File: src/hdl/kmwbc_pkg.sv
// Shared types and constants for the weighted bivariate distribution block.
package kmwbc_pkg;

  localparam int FRAC_BITS   = 24;
  localparam int VAL_W       = FRAC_BITS + 1;
  localparam int COUNT_W     = 13;
  localparam int MAX_SAMPLES = 4096;
  localparam int TIME_W      = 32;
  localparam int M_W         = 17;
  localparam int M_FRAC      = 16;
  localparam int CFG_IDX_W   = 2;
  localparam int CFG_DATA_W  = 32;
  localparam int PROD_W      = 2 * VAL_W;
  localparam int STEP_W      = $clog2(VAL_W);

  localparam logic [VAL_W-1:0]   FX_ONE  = VAL_W'(1) << FRAC_BITS;
  localparam logic [M_W-1:0]     M_ONE   = M_W'(1) << M_FRAC;
  localparam logic [COUNT_W-1:0] N_MAX   = COUNT_W'(MAX_SAMPLES);
  localparam logic [STEP_W-1:0]  DIV_LAST_STEP = STEP_W'(VAL_W - 1);

  // Configuration register indexes
  localparam logic [CFG_IDX_W-1:0] REG_SAMPLE_COUNT = 2'd0;
  localparam logic [CFG_IDX_W-1:0] REG_LIMIT_FIRST  = 2'd1;
  localparam logic [CFG_IDX_W-1:0] REG_LIMIT_SECOND = 2'd2;

  typedef struct packed {
    logic [TIME_W-1:0] first_time;
    logic [TIME_W-1:0] second_time;
    logic [M_W-1:0]    presmooth_value;
  } in_item_t;

  typedef struct packed {
    logic [VAL_W-1:0] probability;
    logic             last;
  } out_item_t;

  typedef enum logic [2:0] {
    ST_IDLE,
    ST_DIV,
    ST_MUL_W,
    ST_MUL_S,
    ST_DONE
  } state_t;

endpackage

File: src/hdl/km_weighted_bivariate_cdf.sv
// Top level: presmoothed Kaplan-Meier weighted bivariate distribution estimate.
// Each item runs through 25 divider steps, 2 shared-multiplier passes and 1 writeback;
//   the writeback waits only while a waiting result is stalled.
// Division is bit-serial restoring; no new item is taken until the last is written back.
// The input is stalled while an item is in work; a finished result may wait in the
//   output register meanwhile. Reset (synchronous, rst_n low): count 1, limits 0.
module km_weighted_bivariate_cdf (
  input  logic                                clk,
  input  logic                                rst_n,
  input  logic                                in_valid,
  output logic                                in_stall,
  input  kmwbc_pkg::in_item_t                 in_data,
  output logic                                out_valid,
  input  logic                                out_stall,
  output kmwbc_pkg::out_item_t                out_data,
  input  logic                                cfg_wr_en,
  input  logic [kmwbc_pkg::CFG_IDX_W-1:0]     cfg_index,
  input  logic [kmwbc_pkg::CFG_DATA_W-1:0]    cfg_wdata
);
  import kmwbc_pkg::*;

  state_t state_r, state_nxt;

  logic [COUNT_W-1:0] sample_count_r;
  logic [TIME_W-1:0]  limit_first_r;
  logic [TIME_W-1:0]  limit_second_r;

  logic [VAL_W-1:0]   surv_r;
  logic [VAL_W-1:0]   sum_r;
  logic [COUNT_W-1:0] idx_r;

  logic               hit_r;
  logic               last_r;
  logic [COUNT_W-1:0] divisor_r;
  logic [VAL_W-1:0]   quot_r;
  logic [COUNT_W-1:0] rem_r;
  logic [STEP_W-1:0]  step_r;
  logic [PROD_W-1:0]  prod_r;

  logic               out_valid_r;
  out_item_t          out_data_r;

  logic               in_accept;
  logic               out_free;
  logic [COUNT_W-1:0] n_eff;
  logic               idx_over;
  logic [M_W-1:0]     m_sat;
  logic [COUNT_W:0]   trial;
  logic [COUNT_W:0]   trial_diff;
  logic               trial_ge;
  logic [VAL_W-1:0]   mul_a;
  logic [VAL_W-1:0]   mul_b;
  logic [PROD_W-1:0]  mul_p;
  logic [VAL_W-1:0]   prod_q;
  logic [VAL_W:0]     sum_ext;

  assign in_stall  = (state_r != ST_IDLE);
  assign in_accept = in_valid && (state_r == ST_IDLE);
  assign out_free  = !out_valid_r || !out_stall;
  assign out_valid = out_valid_r;
  assign out_data  = out_data_r;

  // Clamp the configured run length into 1..MAX_SAMPLES
  always_comb begin
    priority if (sample_count_r == '0) begin
      n_eff = COUNT_W'(1);
    end else if (sample_count_r > N_MAX) begin
      n_eff = N_MAX;
    end else begin
      n_eff = sample_count_r;
    end
  end

  assign idx_over = (idx_r >= n_eff);
  assign m_sat    = (in_data.presmooth_value > M_ONE) ? M_ONE : in_data.presmooth_value;

  // One restoring division step: shift in the next dividend bit
  assign trial      = {rem_r, quot_r[VAL_W-1]};
  assign trial_ge   = (trial >= {1'b0, divisor_r});
  assign trial_diff = trial - {1'b0, divisor_r};

  // Shared multiplier: weight pass, then survival pass
  always_comb begin
    mul_a = surv_r;
    mul_b = quot_r;
    if (state_r == ST_MUL_S) begin
      mul_b = FX_ONE - quot_r;
    end
  end

  assign mul_p   = mul_a * mul_b;
  assign prod_q  = prod_r[FRAC_BITS +: VAL_W];
  assign sum_ext = {1'b0, sum_r} + {1'b0, prod_q};

  always_ff @(posedge clk) begin
    if (!rst_n) begin
      state_r <= ST_IDLE;
    end else begin
      state_r <= state_nxt;
    end
  end

  always_comb begin
    state_nxt = state_r;
    unique case (state_r)
      ST_IDLE: begin
        if (in_accept) begin
          state_nxt = ST_DIV;
        end
      end
      ST_DIV: begin
        if (step_r == DIV_LAST_STEP) begin
          state_nxt = ST_MUL_W;
        end
      end
      ST_MUL_W: state_nxt = ST_MUL_S;
      ST_MUL_S: state_nxt = ST_DONE;
      ST_DONE: begin
        if (out_free) begin
          state_nxt = ST_IDLE;
        end
      end
      default: state_nxt = ST_IDLE;
    endcase
  end

  // Per-item working registers
  always_ff @(posedge clk) begin
    unique case (state_r)
      ST_IDLE: begin
        if (in_accept) begin
          hit_r     <= (in_data.first_time <= limit_first_r) &&
                       (in_data.second_time <= limit_second_r);
          last_r    <= idx_over || (idx_r + COUNT_W'(1) == n_eff);
          divisor_r <= idx_over ? COUNT_W'(1) : (n_eff - idx_r);
          quot_r    <= VAL_W'({m_sat, (FRAC_BITS - M_FRAC)'(0)});
          rem_r     <= '0;
          step_r    <= '0;
        end
      end
      ST_DIV: begin
        rem_r  <= trial_ge ? trial_diff[COUNT_W-1:0] : trial[COUNT_W-1:0];
        quot_r <= {quot_r[VAL_W-2:0], trial_ge};
        step_r <= step_r + STEP_W'(1);
      end
      ST_MUL_W: prod_r <= mul_p;
      ST_MUL_S: prod_r <= mul_p;
      ST_DONE: ;
      default: ;
    endcase
  end

  // Run state, configuration and result register
  always_ff @(posedge clk) begin
    if (!rst_n) begin
      sample_count_r <= COUNT_W'(1);
      limit_first_r  <= '0;
      limit_second_r <= '0;
      surv_r         <= FX_ONE;
      sum_r          <= '0;
      idx_r          <= '0;
      out_valid_r    <= 1'b0;
    end else begin
      if (cfg_wr_en) begin
        unique case (cfg_index)
          REG_SAMPLE_COUNT: begin
            sample_count_r <= cfg_wdata[COUNT_W-1:0];
            surv_r         <= FX_ONE;
            sum_r          <= '0;
            idx_r          <= '0;
          end
          REG_LIMIT_FIRST:  limit_first_r  <= cfg_wdata[TIME_W-1:0];
          REG_LIMIT_SECOND: limit_second_r <= cfg_wdata[TIME_W-1:0];
          default: ;
        endcase
      end
      // prod_r holds the weight here; add it when the record falls in the box
      if (state_r == ST_MUL_S && hit_r) begin
        sum_r <= (sum_ext > {1'b0, FX_ONE}) ? FX_ONE : sum_ext[VAL_W-1:0];
      end
      if (state_r == ST_DONE && out_free) begin
        out_valid_r            <= 1'b1;
        out_data_r.probability <= sum_r;
        out_data_r.last        <= last_r;
        if (last_r) begin
          surv_r <= FX_ONE;
          sum_r  <= '0;
          idx_r  <= '0;
        end else begin
          surv_r <= prod_q;
          idx_r  <= idx_r + COUNT_W'(1);
        end
      end else if (out_valid_r && !out_stall) begin
        out_valid_r <= 1'b0;
      end
    end
  end

  a_surv_bound: assert property (@(posedge clk) disable iff (!rst_n)
    surv_r <= FX_ONE)
    else $error("survival product above 1.0");

  a_sum_bound: assert property (@(posedge clk) disable iff (!rst_n)
    sum_r <= FX_ONE)
    else $error("probability sum above 1.0");

  a_factor_bound: assert property (@(posedge clk) disable iff (!rst_n)
    state_r == ST_MUL_W |-> quot_r <= FX_ONE)
    else $error("factor above 1.0 after division");

  a_out_from_done: assert property (@(posedge clk) disable iff (!rst_n)
    $rose(out_valid_r) |-> $past(state_r) == ST_DONE)
    else $error("result raised outside writeback");

  a_div_len: assert property (@(posedge clk) disable iff (!rst_n)
    state_r == ST_MUL_W |-> $past(state_r) == ST_DIV && $past(step_r) == DIV_LAST_STEP)
    else $error("division ended early");

endmodule

File: config.mk
export PLATFORM = sky130hd
export DESIGN_NAME = km_weighted_bivariate_cdf
export DESIGN_NICKNAME = d
export VERILOG_FILES = /design/src/hdl/kmwbc_pkg.sv /design/src/hdl/km_weighted_bivariate_cdf.sv
export SDC_FILE = /design/constraint.sdc
export NUM_CORES = 2
export LEC_CHECK = 0
export ABC_AREA = 0
export BUFFER_PORTS_ARGS = -buffer_cell sky130_fd_sc_hd__buf_2
export CAP_MARGIN = 5
export CORE_ASPECT_RATIO = 1.4
export CORE_MARGIN = 2
export CORE_UTILIZATION = 45
export CTS_BUF_LIST = sky130_fd_sc_hd__clkbuf_4 sky130_fd_sc_hd__clkbuf_8
export DETAILED_ROUTE_END_ITERATION = 8
export PLACE_DENSITY = 0.71
export SLEW_MARGIN = 10
export SYNTH_ARGS = -nofsm -noshare
export SYNTH_HDL_FRONTEND = slang
export SYNTH_SLANG_ARGS = --single-unit
File: constraint.sdc
create_clock -name clk -period 27.6 [get_ports clk]
set_clock_uncertainty 0.15 [all_clocks]
set_input_delay 5.52 -clock clk [delete_from_list [all_inputs] [get_ports clk]]
set_output_delay 5.52 -clock clk [all_outputs]
set_load 0.01 [all_outputs]
Word-level counts from Yosys, hierarchy flattened
Cells that the tools add are included.

word-level totals
  bits of input ports = 120
  word-level logic and storage cells = 99
  register bits = 277
  output and inout port bits = 28

cells by class
  $lt $le $gt $ge = 7
  mux-type cells = 31
  equal/unequal tests = 11
  multiply operators = 1
  add/sub/neg operators = 6
  reduce and logical (&&, ||, !) cells = 26

operator list
  operator                                                                            number
  25-bit 2-to-1 mux                                                                   12
  13-bit 2-to-1 mux                                                                   8
  32-bit <= comparator                                                                2
  25-bit one-hot mux with 2 select lines                                              1
  25-bit by 25-bit multiplier with 49-bit output                                      1
  25-bit by 25-bit adder with 26-bit output                                           1
  26-bit by 25-bit greater-than comparator with 1-bit output (second input constant)  1
  13-bit one-hot mux with 2 select lines                                              1
  13-bit subtractor                                                                   2
  25-bit subtractor (first input constant)                                            1
  17-bit greater-than comparator (second input constant)                              1
  17-bit 2-to-1 mux                                                                   1
  3-bit one-hot mux with 5 select lines                                               1
  14-bit by 13-bit >= comparator with 1-bit output                                    1
  2-bit AND reduction                                                                 7
  13-bit by 1-bit adder with 13-bit output (second input constant)                    1
  13-bit == test                                                                      1
  13-bit >= comparator                                                                1
  13-bit greater-than comparator (second input constant)                              1
  13-bit zero test                                                                    1
  5-bit one-hot mux with 2 select lines                                               1
  3-bit 2-to-1 mux                                                                    3
  2-bit nonzero test                                                                  4
  3-bit by 2-bit == test with 1-bit output (second input constant)                    2
  other kinds (17)                                                                    26

Logic depth before layout (Yosys ltp)
  depth after elaboration = 6
  depth in mapped cells = 34
  mapped depth without buffers = 32

Least setup slack after synthesis
No wires, ideal clock.

  path kind = input-to-reg
  from = input port in_valid
  to = register quot_r[0] (enable)
  data required time = 26947 ps
  stages on the path = 2
  buffers on the path = 0
  path slack = 18335 ps
  library setup time = 503 ps
  arrival time = 8612 ps
  cells stage by stage = inv_1 > o21ai_0

between the ends
  word-level cells in the longest chain between the ends = 3

ends and longest elaborated chain
  element                        RTL line                          RTL
  from (decl)                    km_weighted_bivariate_cdf.sv:10   input logic in_valid,
  1-bit logical AND              km_weighted_bivariate_cdf.sv:58   assign in_accept = in_valid && (state_r == ST_IDLE);
  2-bit != test (no line)        n/a
  2-bit AND reduction (no line)  n/a
  to (signal assigned)           km_weighted_bivariate_cdf.sv:136  quot_r <= VAL_W'({m_sat, (FRAC_BITS - M_FRAC)'(0)});
  to (signal assigned)           km_weighted_bivariate_cdf.sv:143  quot_r <= {quot_r[VAL_W-2:0], trial_ge};
  to (decl)                      km_weighted_bivariate_cdf.sv:35   logic [VAL_W-1:0] quot_r;

No other way between the ends.
A chain may end at the register's enable or synchronous reset.

Final worst setup path
  from = register quot_r[3]
  to = register prod_r[48], data pin

between the ends
  word-level cells in the longest chain between the ends = 3

ends and longest elaborated chain
  element                                           RTL line                          RTL
  25-bit subtractor                                 km_weighted_bivariate_cdf.sv:87   mul_b = FX_ONE - quot_r;
  25-bit 2-to-1 mux *                               km_weighted_bivariate_cdf.sv:86   if (state_r == ST_MUL_S) begin
  25-bit by 25-bit multiplier with 49-bit output *  km_weighted_bivariate_cdf.sv:91   assign mul_p = mul_a * mul_b;
  via mul_p[48]                                     km_weighted_bivariate_cdf.sv:53   logic [PROD_W-1:0] mul_p;
  to (signal assigned)                              km_weighted_bivariate_cdf.sv:146  ST_MUL_W: prod_r <= mul_p;
  to (signal assigned)                              km_weighted_bivariate_cdf.sv:147  ST_MUL_S: prod_r <= mul_p;
  to (decl)                                         km_weighted_bivariate_cdf.sv:38   logic [PROD_W-1:0] prod_r;

Mark *: on every way through the listed nets, which the timed path passes. The rest lies on a longest branch.

==> reports/metrics.csv <==
metric,value,unit
syn_to_final_growth,8.13,%
fmax,102,MHz
setup_viol,0,
topRoutingLayerUsed,met5,
hp-start,sum_r[23],
worstPathMaxFanout,25,
synth-edff-count,109,
hold_violations,0,
critPathLaunch,quot_r[3],
worstMarginPinSlew,1.22,ns
grt_pass1_vias,27690,
reg2reg_depth,28,
clockBufferDepth,3,
netlist.area_leader.share,31.4,%
numCtsBuffers,39,
ys.flop_type,dfxtp_1,
ys.warnings.count,0,
cts_tree,yes,
final.period_utilization,35.5,%
layout_commonest_cell,inv_1,
wirelength_met1,32400,um
crit_path_top_delay_cell,xor2_4,
detail_route.wl_per_cell,18.6,um
grt.total_usage,23.7,%
report.power.total,0.00100,W
whs_path_depth,0,
reg2reg_slack,17.80,ns
wl_met2,46600,um
drive_gt1_share,8.44,%
async_reset_ff_share,0,%
start_kind,register,
grt_max_degree,85,
gp_congestion,0.892,
syn_avg_cell_area,9.02,um2
worstPathRequired,27.75,ns
ys_types,78,
rows,118,
timing.final.ws_setup,17.80,ns
drcViolationCount,0,
synth_seq_area_share,18.3,%
dp_cells,4717,
syn_inst,3724,
layout_common_cells,"inv_1, nand2_1, fa_1",
path_clk_slew,0.06,ns
start_util,45.4,%
reg2reg_to,prod_r[48],
antenna_found_initial,3,
ant_nets,0,
r2r_start,quot_r[3],
yosysTopAreaCell,fa_1,
syn-num-nets,4667,
die_y,327,um
nNetsFinal,4741,
cpMostUsedCell,fa_1,
root_buffer,clkbuf_8,
design.core.area,74000,um2
cp_slowest_stage_delay,0.71,ns
synth.area.top_cells,"fa_1, ha_1, edfxtp_1",
final_util,49.1,%
cts_resized,0,
rsz0062_at_grt,no,
maxCapViolCount,0,
grt_pass1_wl,145000,um
grt-ovfl-total,0,
htreeDepth,2,
crit_type,register to register,
end_kind,register,
clk_latency,0.59,ns
critPathCapture,prod_r[48],
cts.sinks,253,
ys_ff_latch,253,
powerDensity,27.6,nW/um2
p_leak,17.0,nW
vdd_drop_max,43.7,uV
io_pins,148,
fin_setup_tns,0,ns
dpl.hpwl,68000,um
synthesis.area,33600,um2
drtIter0Drc,1354,
drt_first_pass_iters,7,
slew_violations,0,
dr_wl_met3,5030,um
dieWidth,235,um
drt-total-wl,89000,um
maxSlewHeadroom,19.0,%
hp-class,register to register,
postCtsSetupRepairBufs,0,
vias,25808,
dp_slack,17.73,ns
min_period,9.80,ns
port-buffer-count,147,
cp_data_arrival_time,9.95,ns
via_per_inst,5.39,
outcome,finished clean,
cts_hold_buf,0,
die_area,76900,um2
final_cell_count_no_fill,4791,
-- per-layer routing --
metal / vias up / global-route usage (%)
met2: 850 / 43.9
met4: 4 / 11.9
met1: 12880 / 26.4
li1: 11768 / -
met5: - / 0
met3: 306 / 3.40
-- cell usage after synthesis (4+ instances only) --
cell and instances:
a211oi_1 13, a21boi_0 85, a21o_1 48, a21oi_1 96
a22o_1 37, a22oi_1 29, a31oi_1 8, and2_1 178
and3_1 10, clkbuf_1 170, dfxtp_1 144, edfxtp_1 109
fa_1 527, ha_1 296, inv_1 692, mux2i_1 6
nand2_1 642, nand2b_1 23, nand3_1 24, nand4_1 28
nor2_1 85, nor2b_1 120, nor3_1 26, nor4_1 14
o211ai_1 6, o21a_1 21, o21ai_0 70, o21ai_1 4
o21bai_1 11, or2_2 5, or3_1 17, or4_1 4
xnor2_1 78, xor2_1 28
-- registers in the layout, summed over array words and instances (netlist names), 25 cells and up --
| name | cells |
|---|---|
| sum_r | 25 |
| limit_second_r | 32 |
| limit_first_r | 32 |
| prod_r | 25 |
| out_data | 26 |
| mul_a | 25 |
| quot_r | 25 |
-- critical path: cells and delay by family (launching register included) --
kind	cells	cell delay, ns
buffers and inverters	3	0.16
DFF	1	0.49
xor gates and xnor gates	2	0.79
and+or+nand+nor	7	1.85
adders and majority gates	8	3.86
AOI/OAI and AO/OA	8	2.15
-- worst min-delay path by stage --
stage                   end  slack, ns
2_1_floorplan   out_data[6]       0.29
3_3_place_gp    out_data[1]       0.30
3_5_place_dp    out_data[1]       0.30
4_1_cts        out_data[14]       0.30
5_1_grt        out_data[14]       0.33
6_report       out_data[24]       0.31
-- cell families after synthesis --
kind of cell	synth area share (%)
flops	18.3
fa+ha+maj	42.4
compound gates	9.63
simple gates	16.9
xor+xnor	2.81
mux	0.246
buf+inv	9.72
-- report_power, final --
| part | switching [W] | leakage, nW | internal, W |
|---|---|---|---|
| Clock | 0.000157 | 0.412 | 0.000164 |
| Sequential | 0.0000155 | 2.22 | 0.000412 |
| Combinational | 0.000163 | 14.4 | 0.0000913 |
-- final cells by class --
| cell class | instances | area [um2] |
|---|---|---|
| Sequential cell | 253 | 6160 |
| Fill cell | 6932 | 37600 |
| Multi-Input combinational cell | 2604 | 24400 |
| Antenna cell | 2 | 5.00 |
| Tap cell | 960 | 1200 |
| Clock buffer | 53 | 648 |
| Clock inverter | 19 | 121 |
| Inverter | 692 | 2600 |
| Timing Repair Buffer | 208 | 1190 |
-- stage by stage --
stage,cell area (um2),hold WS (ns)
CTS,36300,0.303
global route,36300,0.327
finish,36300,0.311
global placement,35600,0.300
floorplan,33600,0.287
detailed placement,35600,0.304
Power figures use the tool's default switching activity.
